`config.mk`:
```
export PLATFORM = sky130hd
export DESIGN_NAME = page_frame_allocator_lfu
export DESIGN_NICKNAME = d
export VERILOG_FILES = /design/src/hw/rtl/pfa_lfu_pkg.sv /design/src/hw/rtl/pfa_lfu_ram.sv /design/src/hw/rtl/page_frame_allocator_lfu.sv
export SDC_FILE = /design/constraint.sdc
export NUM_CORES = 2
export LEC_CHECK = 0
export BUFFER_PORTS_ARGS = -buffer_cell sky130_fd_sc_hd__buf_2
export CAP_MARGIN = 5
export CORE_MARGIN = 2
export CORE_UTILIZATION = 45
export DETAILED_ROUTE_END_ITERATION = 10
export PLACE_DENSITY = 0.64
export SYNTH_ARGS = -nofsm -noshare
export SYNTH_HDL_FRONTEND = slang
export SYNTH_SLANG_ARGS = --single-unit
export TNS_END_PERCENT = 100
```
`constraint.sdc`:
```
create_clock -name clk -period 6.5 [get_ports clk]
set_input_delay 1.3 -clock clk [delete_from_list [all_inputs] [get_ports clk]]
set_output_delay 1.3 -clock clk [all_outputs]
set_load 0.1 [all_outputs]
```
`src/hw/rtl/pfa_lfu_pkg.sv`:
```
package pfa_lfu_pkg;

  localparam logic [1:0] ACT_ALLOC = 2'd0;
  localparam logic [1:0] ACT_FREE_PAGE = 2'd1;
  localparam logic [1:0] ACT_FREE_PROC = 2'd2;
  localparam logic [1:0] ACT_ACCESS = 2'd3;

  localparam logic [1:0] ST_OK = 2'd0;
  localparam logic [1:0] ST_BAD_INDEX = 2'd1;
  localparam logic [1:0] ST_TOO_LARGE = 2'd2;

  localparam logic [15:0] CNT_MAX = 16'hFFFF;

  typedef struct packed {
    logic [1:0]  action;
    logic [19:0] amount;
    logic [3:0]  page_index;
    logic [15:0] process_id;
  } req_t;

  typedef struct packed {
    logic [3:0]  frame;
    logic [15:0] owner;
    logic [15:0] used_amount;
    logic        evicted;
    logic [15:0] evicted_owner;
    logic [4:0]  free_frames;
    logic [1:0]  status;
    logic        last;
  } res_t;

  typedef enum logic [3:0] {
    S_IDLE,
    S_CAP,
    S_SCAN,
    S_ASSIGN,
    S_SINGLE,
    S_PROC,
    S_COUNT,
    S_EMIT
  } state_t;

endpackage

```
`src/hw/rtl/pfa_lfu_ram.sv`:
```
module pfa_lfu_ram #(
  parameter int WIDTH = 8,
  parameter int DEPTH = 16
) (
  input  logic                     clk,
  input  logic                     we,
  input  logic [$clog2(DEPTH)-1:0] waddr,
  input  logic [WIDTH-1:0]         wdata,
  input  logic [$clog2(DEPTH)-1:0] raddr,
  output logic [WIDTH-1:0]         rdata
);
  logic [WIDTH-1:0] mem [DEPTH];

  always_ff @(posedge clk) begin
    if (we) begin
      mem[waddr] <= wdata;
    end
    rdata <= mem[raddr];
  end
endmodule

```
`src/hw/rtl/page_frame_allocator_lfu.sv`:
```
// Page frame allocator with least-frequently-used replacement.
// An allocate scans the frames once per page, a free process scans them once, and every request then
// counts the free frames in a further scan, one frame per cycle, before its beats are played out.
// Throughput: one request at a time; busy is high until the last beat, which cannot be stalled.
// Reset (rst, synchronous) empties all frames, zeroes counters, ids and sets page size 64.
module page_frame_allocator_lfu #(
  parameter int NUM_FRAMES = 16
) (
  input  logic                clk,
  input  logic                rst,
  input  logic                start,
  output logic                busy,
  input  pfa_lfu_pkg::req_t   req,
  output logic                done,
  output pfa_lfu_pkg::res_t   res,
  input  logic                cfg_we,
  input  logic [15:0]         cfg_wdata
);
  localparam int IW = $clog2(NUM_FRAMES);
  localparam int CW = $clog2(NUM_FRAMES + 1);

  pfa_lfu_pkg::state_t state, state_next;

  // Per-frame state lives in flip-flop rows: every row is needed by the scan and
  // the occupied flags reset at once. Rows are read at the scan index, the best frame and the page index.
  logic [NUM_FRAMES-1:0] occupied;
  logic [15:0] frame_used  [NUM_FRAMES];
  logic [15:0] frame_owner [NUM_FRAMES];
  logic [15:0] access_count[NUM_FRAMES];

  logic [15:0] page_size;
  logic [15:0] next_pid;
  pfa_lfu_pkg::req_t cur;
  logic [19:0] remaining;
  logic [IW:0] scan;
  logic [IW-1:0] best;
  logic found;
  logic [IW:0] npages;
  logic [CW-1:0] free_cnt;
  logic [IW:0] rd_ptr;

  // Beats are queued in a small memory and played out after the free count is known.
  logic q_we;
  logic [IW-1:0] q_waddr;
  logic [IW-1:0] q_raddr;
  pfa_lfu_pkg::res_t q_wdata, q_rdata;
  logic out_valid;
  logic q_hit;

  pfa_lfu_ram #(.WIDTH($bits(pfa_lfu_pkg::res_t)), .DEPTH(NUM_FRAMES)) u_queue (
    .clk  (clk),
    .we   (q_we),
    .waddr(q_waddr),
    .wdata(q_wdata),
    .raddr(q_raddr),
    .rdata(q_rdata)
  );

  logic [IW-1:0] si;
  logic [IW-1:0] pi;
  logic [31:0] cap;
  logic [19:0] use_amt;
  logic [15:0] bump_val;

  assign si = scan[IW-1:0];
  assign pi = IW'(cur.page_index);
  // One compare over the capacity product; page size times frame count fits 32 bits.
  assign cap = 32'(NUM_FRAMES) * 32'(page_size);
  assign use_amt = (remaining < 20'(page_size)) ? remaining : 20'(page_size);
  assign q_raddr = rd_ptr[IW-1:0];

  always_comb begin
    state_next = state;
    unique case (state)
      pfa_lfu_pkg::S_IDLE: begin
        if (start) begin
          unique case (req.action)
            pfa_lfu_pkg::ACT_ALLOC:     state_next = pfa_lfu_pkg::S_CAP;
            pfa_lfu_pkg::ACT_FREE_PROC: state_next = pfa_lfu_pkg::S_PROC;
            default:                    state_next = pfa_lfu_pkg::S_SINGLE;
          endcase
        end
      end
      pfa_lfu_pkg::S_CAP: begin
        state_next = (32'(cur.amount) > cap) ? pfa_lfu_pkg::S_COUNT : pfa_lfu_pkg::S_SCAN;
      end
      pfa_lfu_pkg::S_SCAN: begin
        if (scan == (IW+1)'(NUM_FRAMES)) begin
          state_next = pfa_lfu_pkg::S_ASSIGN;
        end
      end
      pfa_lfu_pkg::S_ASSIGN: begin
        if (remaining == use_amt || npages == (IW+1)'(NUM_FRAMES - 1)) begin
          state_next = pfa_lfu_pkg::S_COUNT;
        end else begin
          state_next = pfa_lfu_pkg::S_SCAN;
        end
      end
      pfa_lfu_pkg::S_SINGLE: state_next = pfa_lfu_pkg::S_COUNT;
      pfa_lfu_pkg::S_PROC: begin
        if (scan == (IW+1)'(NUM_FRAMES)) begin
          state_next = pfa_lfu_pkg::S_COUNT;
        end
      end
      pfa_lfu_pkg::S_COUNT: begin
        if (scan == (IW+1)'(NUM_FRAMES)) begin
          state_next = pfa_lfu_pkg::S_EMIT;
        end
      end
      pfa_lfu_pkg::S_EMIT: begin
        if (out_valid && rd_ptr == npages) begin
          state_next = pfa_lfu_pkg::S_IDLE;
        end
      end
      default: state_next = pfa_lfu_pkg::S_IDLE;
    endcase
  end

  // Beat-queue write and counter bump value for the frame being touched.
  always_comb begin
    q_we = 1'b0;
    q_waddr = npages[IW-1:0];
    q_wdata = '0;
    bump_val = '0;
    unique case (state)
      pfa_lfu_pkg::S_CAP: begin
        if (32'(cur.amount) > cap) begin
          q_we = 1'b1;
          q_wdata.status = pfa_lfu_pkg::ST_TOO_LARGE;
        end
      end
      pfa_lfu_pkg::S_ASSIGN: begin
        q_we = 1'b1;
        q_wdata.frame = 4'(best);
        q_wdata.owner = next_pid;
        q_wdata.used_amount = use_amt[15:0];
        q_wdata.evicted = ~found;
        q_wdata.evicted_owner = found ? 16'd0 : frame_owner[best];
        bump_val = access_count[best];
      end
      pfa_lfu_pkg::S_SINGLE: begin
        q_we = 1'b1;
        q_wdata.frame = cur.page_index;
        if ({28'd0, cur.page_index} >= 32'(NUM_FRAMES)) begin
          q_wdata.status = pfa_lfu_pkg::ST_BAD_INDEX;
        end
        bump_val = access_count[pi];
      end
      pfa_lfu_pkg::S_PROC: begin
        if (scan != (IW+1)'(NUM_FRAMES)) begin
          q_we = occupied[si] && frame_owner[si] == cur.process_id;
          q_wdata.frame = 4'(si);
          bump_val = access_count[si];
        end
      end
      default: ;
    endcase
  end

  always_ff @(posedge clk) begin
    if (rst) begin
      state <= pfa_lfu_pkg::S_IDLE;
      occupied <= '0;
      page_size <= 16'd64;
      next_pid <= '0;
      out_valid <= 1'b0;
      for (int i = 0; i < NUM_FRAMES; i++) begin
        frame_used[i] <= '0;
        frame_owner[i] <= '0;
        access_count[i] <= '0;
      end
    end else begin
      state <= state_next;
      out_valid <= 1'b0;
      if (cfg_we) begin
        page_size <= cfg_wdata;
      end
      unique case (state)
        pfa_lfu_pkg::S_IDLE: begin
          if (start) begin
            cur <= req;
            remaining <= req.amount;
            npages <= '0;
            scan <= '0;
            found <= 1'b0;
            best <= '0;
          end
        end
        pfa_lfu_pkg::S_CAP: begin
          if (32'(cur.amount) > cap) begin
            npages <= (IW+1)'(1);
            scan <= '0;
            free_cnt <= '0;
          end
        end
        pfa_lfu_pkg::S_SCAN: begin
          // First free frame wins; otherwise track the strictly lower counter.
          if (scan != (IW+1)'(NUM_FRAMES)) begin
            if (!found) begin
              if (!occupied[si]) begin
                found <= 1'b1;
                best <= si;
              end else if (access_count[si] < access_count[best]) begin
                best <= si;
              end
            end
            scan <= scan + 1'b1;
          end
        end
        pfa_lfu_pkg::S_ASSIGN: begin
          occupied[best] <= 1'b1;
          frame_used[best] <= use_amt[15:0];
          frame_owner[best] <= next_pid;
          if (bump_val != pfa_lfu_pkg::CNT_MAX) begin
            access_count[best] <= bump_val + 1'b1;
          end
          remaining <= remaining - use_amt;
          npages <= npages + 1'b1;
          scan <= '0;
          found <= 1'b0;
          best <= '0;
          free_cnt <= '0;
          if (state_next == pfa_lfu_pkg::S_COUNT) begin
            next_pid <= next_pid + 1'b1;
          end
        end
        pfa_lfu_pkg::S_SINGLE: begin
          npages <= (IW+1)'(1);
          scan <= '0;
          free_cnt <= '0;
          if ({28'd0, cur.page_index} < 32'(NUM_FRAMES)) begin
            if (cur.action == pfa_lfu_pkg::ACT_FREE_PAGE) begin
              occupied[pi] <= 1'b0;
              frame_used[pi] <= '0;
              frame_owner[pi] <= '0;
            end
            if (bump_val != pfa_lfu_pkg::CNT_MAX) begin
              access_count[pi] <= bump_val + 1'b1;
            end
          end
        end
        pfa_lfu_pkg::S_PROC: begin
          if (scan != (IW+1)'(NUM_FRAMES)) begin
            if (q_we) begin
              occupied[si] <= 1'b0;
              frame_used[si] <= '0;
              frame_owner[si] <= '0;
              if (bump_val != pfa_lfu_pkg::CNT_MAX) begin
                access_count[si] <= bump_val + 1'b1;
              end
              npages <= npages + 1'b1;
            end
            scan <= scan + 1'b1;
          end else begin
            // No match still yields one zero beat.
            if (npages == '0) begin
              npages <= (IW+1)'(1);
            end
            scan <= '0;
            free_cnt <= '0;
          end
        end
        pfa_lfu_pkg::S_COUNT: begin
          if (scan != (IW+1)'(NUM_FRAMES)) begin
            free_cnt <= free_cnt + CW'(!occupied[si]);
            scan <= scan + 1'b1;
          end
          rd_ptr <= '0;
        end
        pfa_lfu_pkg::S_EMIT: begin
          // The queue read is registered: the beat comes in the cycle after its address.
          if (rd_ptr != npages) begin
            out_valid <= 1'b1;
            rd_ptr <= rd_ptr + 1'b1;
          end
        end
        default: ;
      endcase
    end
  end

  // A beat is on the ports while the entry read in the previous cycle is valid.
  assign done = out_valid;

  // The zero beat of a free process with no match is not queued; the output is forced to zero instead.
  always_comb begin
    res = q_rdata;
    if (state == pfa_lfu_pkg::S_EMIT && cur.action == pfa_lfu_pkg::ACT_FREE_PROC
        && rd_ptr == (IW+1)'(1) && npages == (IW+1)'(1) && !q_hit) begin
      res = '0;
    end
    res.free_frames = 5'(free_cnt);
    res.last = (rd_ptr == npages);
  end

  always_ff @(posedge clk) begin
    if (rst) begin
      q_hit <= 1'b0;
    end else if (state == pfa_lfu_pkg::S_IDLE) begin
      q_hit <= 1'b0;
    end else if (q_we) begin
      q_hit <= 1'b1;
    end
  end

  assign busy = (state != pfa_lfu_pkg::S_IDLE);
endmodule

```
Word-level counts from Yosys, hierarchy flattened

Memories as Yosys holds them, arrays and structs flattened. A register that Yosys moved wholly into a read port is not among the register bits.
Cells that the tools add are included.

Bits in registers: 202
Bits in writable memories: 1,392
Bits of input ports: 62
Output and inout port bits: 63
Logic and storage cells: 236
Memories kept: 3

Memories:

| name         | words | bits a word | rd ports | clocked after Yosys merged registers in | wr ports | line                           | RTL |
|---|---|---|---|---|---|---|---|
| u_queue.mem  | 16    | 55          | 1        | 1                                       | 1        | pfa_lfu_ram.sv:12              | `logic [WIDTH-1:0] mem [DEPTH];` |
| access_count | 16    | 16          | 3        | 3                                       | 16       | page_frame_allocator_lfu.sv:29 | `logic [15:0] access_count[NUM_FRAMES];` |
| frame_owner  | 16    | 16          | 2        | 2                                       | 16       | page_frame_allocator_lfu.sv:28 | `logic [15:0] frame_owner [NUM_FRAMES];` |

Add/subtract/negate cells: 7
$lt $le $gt $ge: 9
Equal/unequal tests: 35
Multiplexer cells: 113
Bitwise logic cells: 8
Reduce and logical (&&, ||, !) cells: 43

Operators by type and width:

| cell                                                                  | count |
|---|---|
| 16-bit 2-to-1 mux                                                     | 11 |
| 16-bit one-hot mux with 3 select lines                                | 2 |
| 16-bit OR reduction                                                   | 6 |
| 4-bit 2-to-1 mux                                                      | 22 |
| 61-bit 2-to-1 mux                                                     | 1 |
| 5-bit 2-to-1 mux                                                      | 11 |
| 5-bit one-hot mux with 5 select lines                                 | 2 |
| 49-bit 2-to-1 mux                                                     | 1 |
| 1-bit 2-to-1 mux                                                      | 44 |
| 20-bit 2-to-1 mux                                                     | 2 |
| 20-bit one-hot mux with 2 select lines                                | 1 |
| 16-bit by 1-bit adder with 16-bit output, second input constant       | 2 |
| 16-bit bitwise AND                                                    | 2 |
| 16-bit NOT                                                            | 2 |
| 4-bit one-hot mux with 8 select lines                                 | 1 |
| 4-bit one-hot mux with 3 select lines                                 | 2 |
| 20-bit equality test                                                  | 1 |
| 4-bit by 3-bit equality test with 1-bit output, second input constant | 5 |
| 20-bit > comparator                                                   | 1 |
| 20-bit by 16-bit less-than comparator with 1-bit output               | 1 |
| 2-bit != test, second input constant                                  | 10 |
| 5-bit one-hot mux with 4 select lines                                 | 1 |
| 20-bit subtractor                                                     | 1 |
| 16-bit equality test                                                  | 1 |
| 43 further kinds                                                      | 82 |

Depth between registers and ports, before layout

Depth after elaboration: 12
Mapped depth: 27
Gate-level depth less buffers: 26

Hierarchy

From an unflattened synthesis, not the netlist that was laid out.

Cell total of the unflattened synthesis: 4,774
Area total of the unflattened synthesis: 77,071.4 um^2

Modules (own cells, without submodules):

| module                   | instances | cells an instance | area an instance (um^2) | sequential area each (um^2) |
|---|---|---|---|---|
| page_frame_allocator_lfu | 1         | 3,202             | 39,309.0                | 19,308.5 |
| pfa_lfu_ram              | 1         | 1,572             | 37,762.5                | 30,529.3 |

Least setup slack after synthesis

Ideal clock, no wire load.

Path kind: register to register
Start: register (tool-made name)
End: memory access_count[14][0] (enable)
Library setup time: 0.411 ns
Arrival time: 5.907 ns
Path slack: 0.181 ns
Cell stages (with the launch flop): 21
Buffers on the path: 8
Cells stage by stage: dfxtp_1 > buf_2 > buf_4 > buf_4 > buf_2 > buf_4 > mux4_2 > mux4_2 > a22oi_1 > o21ai_1 > clkbuf_1 > ha_1 > o2111a_1 > nand4_2 > nor4_2 > or3_1 > buf_2 > nor2_2 > nand2_1 > clkbuf_1 > o21ai_0

RTL lines:

| element          | line |
|---|---|
| end: declaration | page_frame_allocator_lfu.sv:29 |

==> flow_summary.yaml <==
status:
  outcome: "completed"
detailed_routing:
  wl_met1_mm: 83.78
  drtPass1Iterations: 6
  totalWireLength_mm: 209.9
  drc: 0
  drt_iter0_drc: 5205
  viasPerCell: 6.234
  top_layer: "met5"
  postRouteAntennaNets: 0
  wl_per_cell_um: 29.62
  wl_met3_mm: 19.96
  wl_met2_mm: 99.00
  vias: 44170
sta:
  slew_viol_final: 0
  whs_ns: 0.5001
  layout_min_cycle_time_ns: 5.836
  setup_viol: 0
  finClkSkew_ns: 0.06507
  fin_tns_setup_ns: 0
  hold_violations: 0
  post-route-period-util: 0.8978
  grt_setup_unrepaired: "false"
  tightest_slew_ns: 1.413
  relSlewSlack: 0.05606
  fmax_mhz: 171.4
logic_synthesis:
  yosys_warnings: 0
  synth_ff_type: "edfxtp_1"
  synth_cell_types: 97
  synth_area_mm2: 0.07351
  synth-seq-area-share: 0.6303
  synth_edf_count: 1463
  synthCells: 4581
  postSynthAreaPerCell_um2: 16.05
  async_reset_ff_frac: 0
  ys_seq_elements: 1583
placed_design:
  dp_hpwl_mm: 130.4
  gp_congestion: 0.9333
  port_buffers: 123
  placed_cells: 6774
cells_and_area:
  seqCellArea_mm2: 0.04637
  final_common_cell: "edfxtp_1"
  layout_common_cells: "1463 x edfxtp_1, 600 x nor2_1, 564 x mux4_2"
  instances_no_fill: 7086
  area_growth_pct: 13.52
  fill_cells: 13190
  layout-drive-gt1-share: 0.2659
  utilization: 0.5139
  final_nets: 4909
  multiInputGateArea_mm2: 0.02574
clock_network:
  clock-sinks: 1583
  clkLatencyLatePin_ns: 0.85
  cts_tree: "yes"
  htree_levels: 4
  cts.clk_slew.worst_paths_ns: 0.06
  cts_buffer_depth: 3
  post_cts_resized: 0
  hold_buffers: 0
  cts-root-buf: "clkbuf_16"
  cts_buffers: 167
  post_cts_buffers: 0
global_routing:
  grtUsageTotal: 0.2513
  antenna_found_initial: 8
  grt_max_degree: 148
  globalRouteOverflowTotal: 0
  first_global_vias: 43920
  grt_pass1_wl_mm: 307.3
power_and_ir_drop:
  p_seq_frac: 0.506
  power_frac_comb: 0.062
  power.density_mw_per_mm2: 268.8
  switching_share: 0.2272
  switchingPower_mw: 5.097
  power_leakage_nw: 26.80
  p_int_mw: 17.33
  irDropWorstVdd_mv: 0.3188
  p_clk_frac: 0.432
setup_path:
  crit_type: "reg -> reg"
  r2r.worst_path.cells: 12
  crit_path_start_kind: "flop"
  critPathRequiredTime_ns: 7.03
  critPathArrivalTime_ns: 6.36
  endpoint_kind: "flop"
  path_cells: "nor2b_1 -> a22o_1 -> a221oi_1 -> o221a_2 -> nand4b_1 -> or4_1 -> o31a_1 -> or3_1 -> nor2_2 -> nand3_2 -> nand2_1 -> buf_12"
  path_max_fanout: 34
  critPathSlowestCell: "dfxtp_4"
  slowest_delay_ns: 0.96
floorplanning:
  die_y_um: 408.2
  pin_count: 125
  die-area_mm2: 0.1666
  start_util: 0.4526
  die_x_um: 408.2
  core_area_mm2: 0.1624
  fp-row-count: 148
job:
  drv_cap: 0
worst_hold_path:
  hold_class: "reg -> reg"
  min_path_cells: 1
power by group through the flow:
| stage | clock (mW) | combinational, mW | sequential (mW) |
|---|---|---|---|
| after floorplan | 0 | 1.00 | 11.4 |
| after global placement | 0 | 1.36 | 11.6 |
| after detailed placement | 0 | 1.37 | 11.6 |
| after CTS | 9.83 | 1.37 | 11.4 |
| after global routing | 10.2 | 1.47 | 11.4 |
| final | 9.68 | 1.39 | 11.4 |
sequential cells by signal (all words and copies together) (netlist names), 20 cells and up, named ones only:
signal and count:
access_count 256, cur 38, frame_owner 256, remaining 20, u_queue.mem 864, u_queue.rdata 54
path summary, 6_finish.rpt:
check,start,endpoint,slack (ns)
worst min register to register,q_hit$_SDFFE_PP0P_,q_hit$_SDFFE_PP0P_,0.50
worst min-delay path,q_hit$_SDFFE_PP0P_,q_hit$_SDFFE_PP0P_,0.50
worst max register to register,flop,access_count[7][14]$_SDFFCE_PN0P_,0.66
worst max-delay path,flop,access_count[7][14]$_SDFFCE_PN0P_,0.66
worst max-delay path: cells and delay by family (launching register included):
kind | cells | cell delay (ns)
buf+inv | 1 | 0.24
compound gates | 4 | 1.67
flops | 1 | 0.96
simple gates | 7 | 2.62
metal layers:
layer  vias to the layer above  track usage
met4                         2      0.08404
met2                      2457       0.3955
li1                      18470            -
met1                     22780       0.3517
met3                       458      0.05024
met5                         -            0
synthesized netlist by cell type, types with 40 or more instances:
cell	instances	share of area
edfxtp_1	1463	0.60
nor2_1	617	0.032
mux4_2	564	0.17
nand2_1	202	0.010
mux2i_1	174	0.024
clkbuf_1	161	0.0082
dfxtp_1	120	0.033
and2_1	103	0.0088
a21oi_1	102	0.0069
buf_2	78	0.0053
ha_1	77	0.013
o21ai_0	60	0.0041
buf_1	58	0.0030
inv_1	56	0.0029
a211oi_1	55	0.0056
mux2_2	49	0.0075
nor3_1	49	0.0033
nor2b_1	44	0.0037
xor2_1	43	0.0051
a22oi_1	40	0.0041
stage by stage:
step	instance area [um2]	setup WS (ns)	power [mW]
6_report	83450	0.6643	22.43
5_1_grt	83440	0.4582	23.06
4_1_cts	83430	0.8250	22.56
3_5_place_dp	77830	0.8599	12.93
3_3_place_gp	77830	0.8709	12.92
2_1_floorplan	73510	0.1814	12.44
cell families (layout without fill, tap and decap cells):
group                    after synthesis  count (layout)  synth area share
flip-flops                          1583            1583            0.6303
AND/OR/NAND/NOR                     1238            1238           0.07821
multiplexers                         787             787            0.2040
AO/OA/AOI/OAI                        432             432           0.04153
buffers and inverters                385             711           0.02335
adder cells (fa/ha/maj)               78              78           0.01338
XOR/XNOR                              77              77          0.009174
other                                  1               5        0.00005101
area by class of cell:
class / instances / area share
sequential: 1583 / 0.5556
multi-input combinational: 2614 / 0.3085
clock buffer: 218 / 0.05446
timing repair buffer: 346 / 0.03359
tap: 2175 / 0.03261
clock inverter: 90 / 0.01262
inverter: 57 / 0.002564
antenna: 3 / 0.00008996
Note: power is estimated with default switching activity, not from simulation.
